--- config.mk ---
export PLATFORM = sky130hd
export DESIGN_NAME = calendar_date_adder
export DESIGN_NICKNAME = d
export VERILOG_FILES = /design/src/hdl/cda_pkg.sv /design/src/hdl/cda_ctrl.sv /design/src/hdl/cda_dp.sv /design/src/hdl/calendar_date_adder.sv
export SDC_FILE = /design/constraint.sdc
export NUM_CORES = 1
export LEC_CHECK = 0
export ABC_AREA = 1
export BUFFER_PORTS_ARGS = -buffer_cell sky130_fd_sc_hd__clkbuf_2
export CORE_ASPECT_RATIO = 1.2
export CORE_UTILIZATION = 43
export DETAILED_ROUTE_END_ITERATION = 6
export GPL_ROUTABILITY_DRIVEN = 0
export PLACE_DENSITY = 0.62
export SLEW_MARGIN = 0
export SYNTH_ARGS = -nofsm -noshare
export SYNTH_HDL_FRONTEND = slang
export SYNTH_HIERARCHICAL = 1
export SYNTH_SLANG_ARGS = --single-unit
--- constraint.sdc ---
create_clock -name clk -period 8.8 [get_ports clk]
set_input_delay 0 -clock clk [delete_from_list [all_inputs] [get_ports clk]]
set_output_delay 0 -clock clk [all_outputs]
set_load 0.005 [all_outputs]
--- src/hdl/cda_pkg.sv ---
`timescale 1ns / 1ps
// ----------------------------------------------------------------------------
// Calendar date adder package
// Shared word types, codes, controller interface and calendar helpers.
// ----------------------------------------------------------------------------
package cda_pkg;

  localparam int unsigned YEAR_W  = 16;
  localparam int unsigned DAY_W   = 5;
  localparam int unsigned MONTH_W = 4;
  localparam int unsigned COUNT_W = 12;
  localparam int unsigned ACT_W   = 3;
  localparam int unsigned STAT_W  = 2;

  // Day counter must hold seven times the largest count.
  localparam int unsigned DCNT_W = 15;

  // floor(2^24 / 400); slightly low, so one corrective subtract is enough.
  localparam logic [15:0] RECIP_400 = 16'd41943;

  localparam logic [ACT_W-1:0] ACT_DAYS       = 3'd0;
  localparam logic [ACT_W-1:0] ACT_WEEKS      = 3'd1;
  localparam logic [ACT_W-1:0] ACT_MONTHS     = 3'd2;
  localparam logic [ACT_W-1:0] ACT_YEARS      = 3'd3;
  localparam logic [ACT_W-1:0] ACT_DECADES    = 3'd4;
  localparam logic [ACT_W-1:0] ACT_CENTURIES  = 3'd5;
  localparam logic [ACT_W-1:0] ACT_MILLENNIA  = 3'd6;

  localparam logic [STAT_W-1:0] STATUS_OK        = 2'd0;
  localparam logic [STAT_W-1:0] STATUS_BAD_DATE  = 2'd1;
  localparam logic [STAT_W-1:0] STATUS_SATURATED = 2'd2;

  typedef struct packed {
    logic [ACT_W-1:0]   action;
    logic [DAY_W-1:0]   start_day;
    logic [MONTH_W-1:0] start_month;
    logic [YEAR_W-1:0]  start_year;
    logic [COUNT_W-1:0] step_count;
  } cda_in_t;

  typedef struct packed {
    logic [DAY_W-1:0]   end_day;
    logic [MONTH_W-1:0] end_month;
    logic [YEAR_W-1:0]  end_year;
    logic [STAT_W-1:0]  status;
  } cda_out_t;

  typedef struct packed {
    logic load;
    logic prep;
    logic modr;
    logic check;
    logic step;
    logic finish;
  } cda_cmd_t;

  typedef struct packed {
    logic chk_step;
    logic cnt_zero;
    logic out_free;
  } cda_sts_t;

  // Leap test from the year modulo 400.
  function automatic logic is_leap(input logic [8:0] rem);
    logic rem_zero;
    logic on_century;
    rem_zero   = (rem == 9'd0);
    on_century = (rem == 9'd0) || (rem == 9'd100) || (rem == 9'd200) || (rem == 9'd300);
    return rem_zero || ((rem[1:0] == 2'b00) && !on_century);
  endfunction

  function automatic logic [DAY_W-1:0] month_len(input logic leap,
                                                 input logic [MONTH_W-1:0] month);
    logic [DAY_W-1:0] len;
    case (month)
      4'd2: len = leap ? 5'd29 : 5'd28;
      4'd4, 4'd6, 4'd9, 4'd11: len = 5'd30;
      4'd1, 4'd3, 4'd5, 4'd7, 4'd8, 4'd10, 4'd12: len = 5'd31;
      default: len = 5'd0;
    endcase
    return len;
  endfunction

endpackage

--- src/hdl/cda_ctrl.sv ---
`timescale 1ns / 1ps
// ----------------------------------------------------------------------------
// Calendar date adder controller
// Sequences load, preparation, check, stepping and result hand-off.
// ----------------------------------------------------------------------------
module cda_ctrl (
  input  logic              clk,
  input  logic              rst_n,
  input  logic              in_valid,
  output logic              in_ready,
  input  cda_pkg::cda_sts_t sts,
  output cda_pkg::cda_cmd_t cmd
);
  import cda_pkg::*;

  typedef enum logic [5:0] {
    ST_IDLE   = 6'b000001,
    ST_PREP   = 6'b000010,
    ST_MODR   = 6'b000100,
    ST_CHECK  = 6'b001000,
    ST_STEP   = 6'b010000,
    ST_FINISH = 6'b100000
  } state_t;

  state_t state_r, state_nxt;

  always_comb begin
    state_nxt = state_r;
    cmd       = '0;
    in_ready  = 1'b0;
    case (state_r)
      ST_IDLE: begin
        in_ready = 1'b1;
        if (in_valid) begin
          cmd.load  = 1'b1;
          state_nxt = ST_PREP;
        end
      end
      ST_PREP: begin
        cmd.prep  = 1'b1;
        state_nxt = ST_MODR;
      end
      ST_MODR: begin
        cmd.modr  = 1'b1;
        state_nxt = ST_CHECK;
      end
      ST_CHECK: begin
        cmd.check = 1'b1;
        state_nxt = sts.chk_step ? ST_STEP : ST_FINISH;
      end
      ST_STEP: begin
        if (sts.cnt_zero) begin
          state_nxt = ST_FINISH;
        end else begin
          cmd.step = 1'b1;
        end
      end
      ST_FINISH: begin
        if (sts.out_free) begin
          cmd.finish = 1'b1;
          state_nxt  = ST_IDLE;
        end
      end
      default: begin
        state_nxt = ST_IDLE;
      end
    endcase
  end

  always_ff @(posedge clk) begin
    if (!rst_n) begin
      state_r <= ST_IDLE;
    end else begin
      state_r <= state_nxt;
    end
  end

endmodule

--- src/hdl/cda_dp.sv ---
`timescale 1ns / 1ps
// ----------------------------------------------------------------------------
// Calendar date adder datapath
// Date registers, leap residue, step counter and the output register.
// ----------------------------------------------------------------------------
module cda_dp (
  input  logic              clk,
  input  logic              rst_n,
  input  cda_pkg::cda_in_t  in_data,
  output cda_pkg::cda_out_t out_data,
  output logic              out_valid,
  input  logic              out_ready,
  input  cda_pkg::cda_cmd_t cmd,
  output cda_pkg::cda_sts_t sts
);
  import cda_pkg::*;

  logic [ACT_W-1:0]   act_r;
  logic [DAY_W-1:0]   d_r;
  logic [MONTH_W-1:0] m_r;
  logic [YEAR_W-1:0]  y_r;
  logic [COUNT_W-1:0] n_r;
  logic [DCNT_W-1:0]  cnt_r;
  logic [7:0]         q_r;
  logic [8:0]         rem_r;
  logic [21:0]        prod_r;
  logic [STAT_W-1:0]  stat_r;
  cda_out_t           out_r;
  logic               out_valid_r, out_valid_nxt;

  logic [31:0]        q_mul;
  logic [9:0]         per_unit;
  logic [21:0]        prod_nxt;
  logic [DCNT_W-1:0]  cnt_init;
  logic [15:0]        rem_diff;
  logic [9:0]         rem_raw;
  logic [8:0]         rem_fix;
  logic [DAY_W-1:0]   len_cur;
  logic               bad_date;
  logic               year_act;
  logic [22:0]        year_sum;
  logic [8:0]         rem_inc;
  logic               at_dec;
  logic               at_max;
  logic [MONTH_W-1:0] m_next;
  logic [DAY_W-1:0]   len_next;

  assign q_mul = 32'(y_r) * 32'(RECIP_400);

  always_comb begin
    case (act_r)
      ACT_DECADES:   per_unit = 10'd10;
      ACT_CENTURIES: per_unit = 10'd100;
      ACT_MILLENNIA: per_unit = 10'd1000;
      default:       per_unit = 10'd1;
    endcase
  end

  assign prod_nxt = 22'(n_r) * 22'(per_unit);
  assign cnt_init = (act_r == ACT_WEEKS)
                    ? DCNT_W'(({3'b000, n_r} << 3) - {3'b000, n_r})
                    : DCNT_W'(n_r);

  assign rem_diff = y_r - 16'(16'(q_r) * 16'd400);
  assign rem_raw  = rem_diff[9:0];
  assign rem_fix  = (rem_raw >= 10'd400) ? 9'(rem_raw - 10'd400) : rem_raw[8:0];

  assign len_cur  = month_len(is_leap(rem_r), m_r);
  assign bad_date = (m_r == 4'd0) || (m_r > 4'd12) || (d_r == 5'd0) || (d_r > len_cur);
  assign year_act = (act_r >= ACT_YEARS) && (act_r <= ACT_MILLENNIA);
  assign year_sum = 23'(y_r) + 23'(prod_r);

  assign rem_inc  = (rem_r == 9'd399) ? 9'd0 : 9'(rem_r + 9'd1);
  assign at_dec   = (m_r == 4'd12);
  assign at_max   = (y_r == 16'hFFFF);
  assign m_next   = at_dec ? 4'd1 : 4'(m_r + 4'd1);
  assign len_next = month_len(at_dec ? is_leap(rem_inc) : is_leap(rem_r), m_next);

  assign sts.chk_step = !bad_date && (act_r <= ACT_MONTHS);
  assign sts.cnt_zero = (cnt_r == '0);
  assign sts.out_free = !out_valid_r || out_ready;

  always_ff @(posedge clk) begin
    if (cmd.load) begin
      act_r  <= in_data.action;
      d_r    <= in_data.start_day;
      m_r    <= in_data.start_month;
      y_r    <= in_data.start_year;
      n_r    <= in_data.step_count;
      stat_r <= STATUS_OK;
    end
    if (cmd.prep) begin
      q_r    <= q_mul[31:24];
      prod_r <= prod_nxt;
      cnt_r  <= cnt_init;
    end
    if (cmd.modr) begin
      rem_r <= rem_fix;
    end
    if (cmd.check) begin
      if (bad_date) begin
        stat_r <= STATUS_BAD_DATE;
      end else if (year_act) begin
        if (year_sum > 23'(16'hFFFF)) begin
          y_r    <= 16'hFFFF;
          stat_r <= STATUS_SATURATED;
        end else begin
          y_r <= year_sum[15:0];
        end
      end
    end
    if (cmd.step) begin
      if (act_r == ACT_MONTHS) begin
        if (at_dec && at_max) begin
          stat_r <= STATUS_SATURATED;
          cnt_r  <= '0;
        end else begin
          m_r   <= m_next;
          cnt_r <= cnt_r - DCNT_W'(1);
          if (d_r > len_next) begin
            d_r <= len_next;
          end
          if (at_dec) begin
            y_r   <= y_r + 16'd1;
            rem_r <= rem_inc;
          end
        end
      end else begin
        if (d_r < len_cur) begin
          d_r   <= d_r + 5'd1;
          cnt_r <= cnt_r - DCNT_W'(1);
        end else if (at_dec && at_max) begin
          stat_r <= STATUS_SATURATED;
          cnt_r  <= '0;
        end else begin
          d_r   <= 5'd1;
          m_r   <= m_next;
          cnt_r <= cnt_r - DCNT_W'(1);
          if (at_dec) begin
            y_r   <= y_r + 16'd1;
            rem_r <= rem_inc;
          end
        end
      end
    end
    if (cmd.finish) begin
      out_r.end_day   <= d_r;
      out_r.end_month <= m_r;
      out_r.end_year  <= y_r;
      out_r.status    <= stat_r;
    end
  end

  always_comb begin
    out_valid_nxt = out_valid_r;
    if (cmd.finish) begin
      out_valid_nxt = 1'b1;
    end else if (out_ready) begin
      out_valid_nxt = 1'b0;
    end
  end

  always_ff @(posedge clk) begin
    if (!rst_n) begin
      out_valid_r <= 1'b0;
    end else begin
      out_valid_r <= out_valid_nxt;
    end
  end

  assign out_valid = out_valid_r;
  assign out_data  = out_r;

endmodule

--- src/hdl/calendar_date_adder.sv ---
`timescale 1ns / 1ps
// ----------------------------------------------------------------------------
// Calendar date adder
// Advances a Gregorian date by days, weeks, months or multiples of years.
// ----------------------------------------------------------------------------
// Day, week and month actions step once per day or month (count, or seven
// times count for weeks, up to 28665 steps); year actions, invalid dates
// and the unused action code skip the stepping loop.
// Throughput: one word at a time; the next word is taken the cycle after the
// result moves into the output register, and a held result stalls that move.
// Reset is synchronous, active low, and clears the controller and out_valid.
// ----------------------------------------------------------------------------
module calendar_date_adder (
  input  logic              clk,
  input  logic              rst_n,
  input  logic              in_valid,
  output logic              in_ready,
  input  cda_pkg::cda_in_t  in_data,
  output logic              out_valid,
  input  logic              out_ready,
  output cda_pkg::cda_out_t out_data
);
  import cda_pkg::*;

  // The controller issues at most one command per cycle; the datapath
  // answers with the few status bits the controller branches on.
  cda_cmd_t cmd;
  cda_sts_t sts;

  // The controller walks through load, a reciprocal multiply for the year
  // quotient by 400, the remainder correction, the validity check (which
  // also applies year-type actions), the stepping loop and the hand-off.
  cda_ctrl u_ctrl (
    .clk      (clk),
    .rst_n    (rst_n),
    .in_valid (in_valid),
    .in_ready (in_ready),
    .sts      (sts),
    .cmd      (cmd)
  );

  // The datapath keeps the year modulo 400 alongside the year, so the leap
  // rule is a few compares on a narrow value at every step. The output
  // register lets a finished word wait while the next one is worked on.
  cda_dp u_dp (
    .clk       (clk),
    .rst_n     (rst_n),
    .in_data   (in_data),
    .out_data  (out_data),
    .out_valid (out_valid),
    .out_ready (out_ready),
    .cmd       (cmd),
    .sts       (sts)
  );

endmodule

Word-level counts from Yosys, hierarchy flattened. Index checks and enable logic that the tools add are counted.

Flip-flop bits (word level): 130. Word-level logic and storage cells: 187.

Add/sub/neg operators: 9. $mul: 3. $lt $le $gt $ge: 9. Equality and inequality tests: 46. Muxes and demuxes: 69. Reduce and logical (&&, ||, !) cells: 35.

Operators with widths (count): 2-to-1 mux 16 bit (10); 2-to-1 mux 15 bit (6); 2-to-1 mux 9 bit (8); == test 4 bit (second input constant) (10); one-hot mux 6 bit (6 select lines) (1); 2-to-1 mux 5 bit (7); == test 4 x 3 -> 1 bit (second input constant) (8); multiplier 16 x 16 -> 32 bit (second input constant) (1); one-hot mux 10 bit (3 select lines) (1); one-hot mux 5 bit (3 select lines) (2); == test 9 bit (second input constant) (3); 2-to-1 mux 4 bit (6); 2-to-1 mux 6 bit (4); adder 16 x 22 -> 23 bit (1); > comparator 23 x 16 -> 1 bit (second input constant) (1); multiplier 12 x 10 -> 22 bit (1); == test 9 x 7 -> 1 bit (second input constant) (2); == test 9 x 8 -> 1 bit (second input constant) (2); logical NOT 9 bit (2); 2-to-1 mux 2 bit (9); adder 16 x 1 -> 16 bit (second input constant) (1); == test 16 bit (second input constant) (1); == test 4 x 2 -> 1 bit (second input constant) (4); logical NOT 15 bit (1); other kinds (37) (79).

Logic depth before layout (Yosys ltp).
Depth after elaboration: 18. Gate-level depth with buffers: 26. Depth with buffers taken out: 25.

Hierarchy. The synthesis kept the hierarchy.

Modules (own cells, without submodules): cda_dp (instances 1, cells each 1986, area an instance 16718.5 µm², seq. area each 3293.2 µm²); cda_ctrl (instances 1, cells each 57, area an instance 395.4 µm², seq. area each 120.1 µm²).

Least setup slack after synthesis. No wires, ideal clock.

Kind: flip-flop to flip-flop. Start point: register u_dp.act_r[0]. End point: register u_dp.prod_r[19] (data pin). Arrival time: 5148 ps. Required time: 8538 ps. Setup slack: 3390 ps. Cell stages (with the launch flop): 23. Period minus slack after synthesis: 5410 ps. Cell sequence: edfxtp_1 nor2_1 inv_1 clkbuf_1 nor2_1 inv_1 fa_1 inv_1 fa_1 fa_1 fa_1 inv_1 fa_1 inv_1 ha_1 nand2_1 nor2_1 nand4_1 o211ai_1 nand2_1 nand2_1 a21oi_1 xor2_1.

Longest elaborated chain between the ends: 3. Elaborated cells on any way between the ends: 5. Classes of those cells: mul: 1; eq/ne: 3; mux: 1.

RTL lines: start: declaration (RTL line cda_dp.sv:18) `logic [ACT_W-1:0] act_r;`; start signal: assignment (RTL line cda_dp.sv:85) `act_r <= in_data.action;`; == test 3 bit (RTL line cda_dp.sv:51) `case (act_r)`; one-hot mux 10 bit (3 select lines) (*) (RTL line cda_dp.sv:51); multiplier 12 x 10 -> 22 bit (*) (RTL line cda_dp.sv:59) `assign prod_nxt = 22'(n_r) * 22'(per_unit);`; named net u_dp.prod_nxt[19] (RTL line cda_dp.sv:33) `logic [21:0] prod_nxt;`; end signal: assignment (RTL line cda_dp.sv:94) `prod_r <= prod_nxt;`; end: declaration (RTL line cda_dp.sv:26) `logic [21:0] prod_r;`.

Mark *: on every way through the listed nets, which the timed path passes. The rest lies on a longest branch. A chain may end at the register's enable or synchronous reset.

Final worst setup path.
Start point: register u_dp.act_r[2]. End point: register u_dp.prod_r[19] (data pin).

Same word-level chain as after synthesis.

==> results.json <==
{
  "clkLatencyLatePin_ns": 0.45,
  "cp-end-kind": "flop",
  "criticalPathCategory": "reg -> reg",
  "numCtsBuffers": 17,
  "drt-total-wl_mm": 42.1,
  "fillers": 3776,
  "antenna_found_initial": 0,
  "path_depth": 22,
  "diodes": 0,
  "drive_gt1_share_pct": 8.75,
  "yosys.cell_types.count": 63,
  "yosys_warnings": 6,
  "fin_setup_tns_ns": 0,
  "num_rows": 79,
  "path_max_fanout": 12,
  "whs_ns": 0.0150,
  "synth_common_cells": "inv_1 (403), nand2_1 (343), ha_1 (269)",
  "worstRegToRegCells": 22,
  "dp_hpwl_mm": 34.7,
  "cp.required_ns": 8.98,
  "final-setup-viol-count": 0,
  "period_needed_ns": 6.41,
  "path_cells": "inv_1 -> nor2_1 -> inv_1 -> nor2_1 -> nand2_1 -> fa_1 -> inv_1 -> fa_1 -> fa_1 -> fa_1 -> inv_1 -> fa_1 -> inv_1 -> ha_1 -> nand2_1 -> nor2_1 -> nand4_1 -> o211ai_1 -> nand2_1 -> nand2_1 -> a21oi_1 -> xor2_1",
  "syn_inst": 2043,
  "start_util_pct": 43.8,
  "vias_per_cell": 5.11,
  "die_w_um": 184,
  "worstMarginPinSlew_ns": 1.15,
  "synthTopCellsByArea": "ha_1 (20%), fa_1 (19%), edfxtp_1 (15%)",
  "drc": 0,
  "hold_violations": 0,
  "yosysMostFrequentCell": "inv_1",
  "first_pass_iters": 7,
  "drt_iter0_markers": 723,
  "rsz0062_at_grt": "no",
  "grt_pass1_wl_mm": 68.5,
  "timing.slew.headroom_pct": 22.8,
  "cts_tree": "yes",
  "syn2layout_area_growth_pct": 10.7,
  "worstPathArrival_ns": 6.58,
  "clk_pin_slew_ns": 0.06,
  "yosys_register_bits": 128,
  "drv_slew": 0,
  "fin_crit_sh_pct": 72.8,
  "start_kind": "flop",
  "synth_edf_count": 85,
  "multi_input_area_mm2": 0.0120,
  "grt_pass1_vias": 13838,
  "synth_ff_type": "edfxtp_1",
  "cts_htree_levels": 4,
  "status": "completed",
  "die_area_mm2": 0.0406,
  "portBuffers": 72,
  "post_cts_buffers": 0,
  "grt_max_degree": 42,
  "crit_path_max_incr_delay_ns": 0.55,
  "yosysTopAreaCell": "ha_1",
  "wl_per_cell_um": 15.7,
  "clock_sinks": 128,
  "final_nets": 2625,
  "max_freq_ghz": 0.156,
  "io-pin-count": 73,
  "whs_path_depth": 5,
  "path_buf_inv": 5,
  "regArea_mm2": 0.00341,
  "maxCapViolCount": 0,
  "cts_max_path_buffers": 2,
  "vias": 13708,
  "hold_path.class": "in -> reg",
  "cp_top_family": "adder cells",
  "antenna_left": 0,
  "synth_top_area_share_pct": 19.7,
  "grtUsageTotal_pct": 21.7,
  "slowest_stage": "nor2_1",
  "syn_avg_cell_area_um2": 8.38,
  "synthArstFlopShare_pct": 0,
  "ys_seq_area_share_pct": 19.9,
  "syn_nets": 2522,
  "die_height_um": 221,
  "core_area_mm2": 0.0390,
  "cts_root_buffer": "clkbuf_16",
  "grt_overflow_total": 0,
  "syn_area_mm2": 0.0171,
  "skew_ns": 0.0240
}
[worst register-to-register path: stages, from the launching register on]
cell      delay, ns
edfxtp_1       0.43
inv_1          0.09
nor2_1         0.54
inv_1          0.19
nor2_1         0.55
nand2_1        0.14
fa_1           0.52
inv_1          0.06
fa_1           0.52
fa_1           0.45
fa_1           0.56
inv_1          0.06
fa_1           0.53
inv_1          0.04
ha_1           0.34
nand2_1        0.10
nor2_1         0.13
nand4_1        0.09
o211ai_1       0.38
nand2_1        0.09
nand2_1        0.11
a21oi_1        0.08
xor2_1         0.14
[routing by layer]
layer	track usage [%]	routed length, um
met2	40.0	21600
met5	0	0
met4	8.83	1420
met1	25.4	17900
met3	2.47	1200
[cell usage in the layout, fill, tap and decap left out, types with 4 or more instances in the layout]
cell / instances
inv_1: 403
nand2_1: 343
ha_1: 269
fa_1: 166
nor2_1: 147
a21oi_1: 122
edfxtp_1: 85
o21ai_0: 82
clkbuf_2: 72
nand3_1: 66
xor2_1: 54
dfxtp_1: 43
xnor2_1: 29
o21ai_1: 27
dlygate4sd3_1: 26
nand4_1: 22
clkbuf_16: 18
nor2_2: 14
or2_2: 12
inv_2: 11
nor3_1: 11
a31oi_1: 11
nand2_2: 10
o211ai_1: 10
nand3_2: 9
nor2_4: 8
buf_4: 8
o22ai_1: 7
o21a_1: 5
o2111ai_1: 4
o31ai_1: 4
nor4_1: 4
o21bai_1: 4
[cells by family (layout without fill, tap and decap cells)]
group                      count (synthesis)  after routing  share of synthesized area (%)
AOI/OAI and AO/OA                        295            295                           9.58
DFF                                      128            128                           19.9
buffers and inverters                    439            555                           9.77
and+or+nand+nor                          663            663                           17.4
adders and majority gates                435            435                           39.1
xor gates and xnor gates                  83             83                           4.25
[metrics by stage]
stage / cells / area (um^2) / worst slack [ns] / utilization [%]
after floorplan: 2043 / 17100 / 3.39 / -
after global placement: 2627 / 18100 / 2.68 / 46.3
after detailed placement: 2627 / 18100 / 2.48 / 46.3
after CTS: 2685 / 18900 / 2.46 / 48.5
after global routing: 2685 / 18900 / 1.95 / 48.5
final: 2685 / 18900 / 2.39 / 48.5
[state kept, by name, indices dropped and copies added, names as in the netlist, 3 cells and up]
name            flops
u_dp/n_r           12
u_dp/rem_r          9
u_dp/out_data      27
u_dp/m_r            4
u_dp/prod_r        22
u_dp/y_r           16
u_dp/act_r          3
u_dp/cnt_r         15
u_dp/q_r            6
u_ctrl/state_r      6
u_dp/d_r            5
[worst paths after layout]
| kind | start | end | slack [ns] |
|---|---|---|---|
| hold / removal | in_data[34] | u_dp/d_r[2]$_DFF_P_ | 0.01 |
| hold reg to reg | u_dp/stat_r[1]$_DFF_P_ | u_dp/out_data[1]$_DFFE_PP_ | 0.49 |
| setup / recovery | u_dp/act_r[2]$_DFFE_PP_ | u_dp/prod_r[19]$_DFFE_PP_ | 2.39 |
| setup reg to reg | u_dp/act_r[2]$_DFFE_PP_ | u_dp/prod_r[19]$_DFFE_PP_ | 2.39 |
[repair_timing]
action,4_1_cts,5_1_grt
hold buffers,26,0
resized for setup,0,0
hold endpoints to repair,29,0
[final cells by class]
cell class / instances / share of cell area, %
timing repair buffer: 106 / 3.59
tap: 526 / 3.48
clock inverter: 10 / 0.522
inverter: 417 / 8.28
sequential: 128 / 18.0
multi-input combinational: 1476 / 63.5
clock buffer: 22 / 2.56
Power is not shown: default switching activity piles up to over one toggle a cycle in this logic, so the estimate is an artifact.
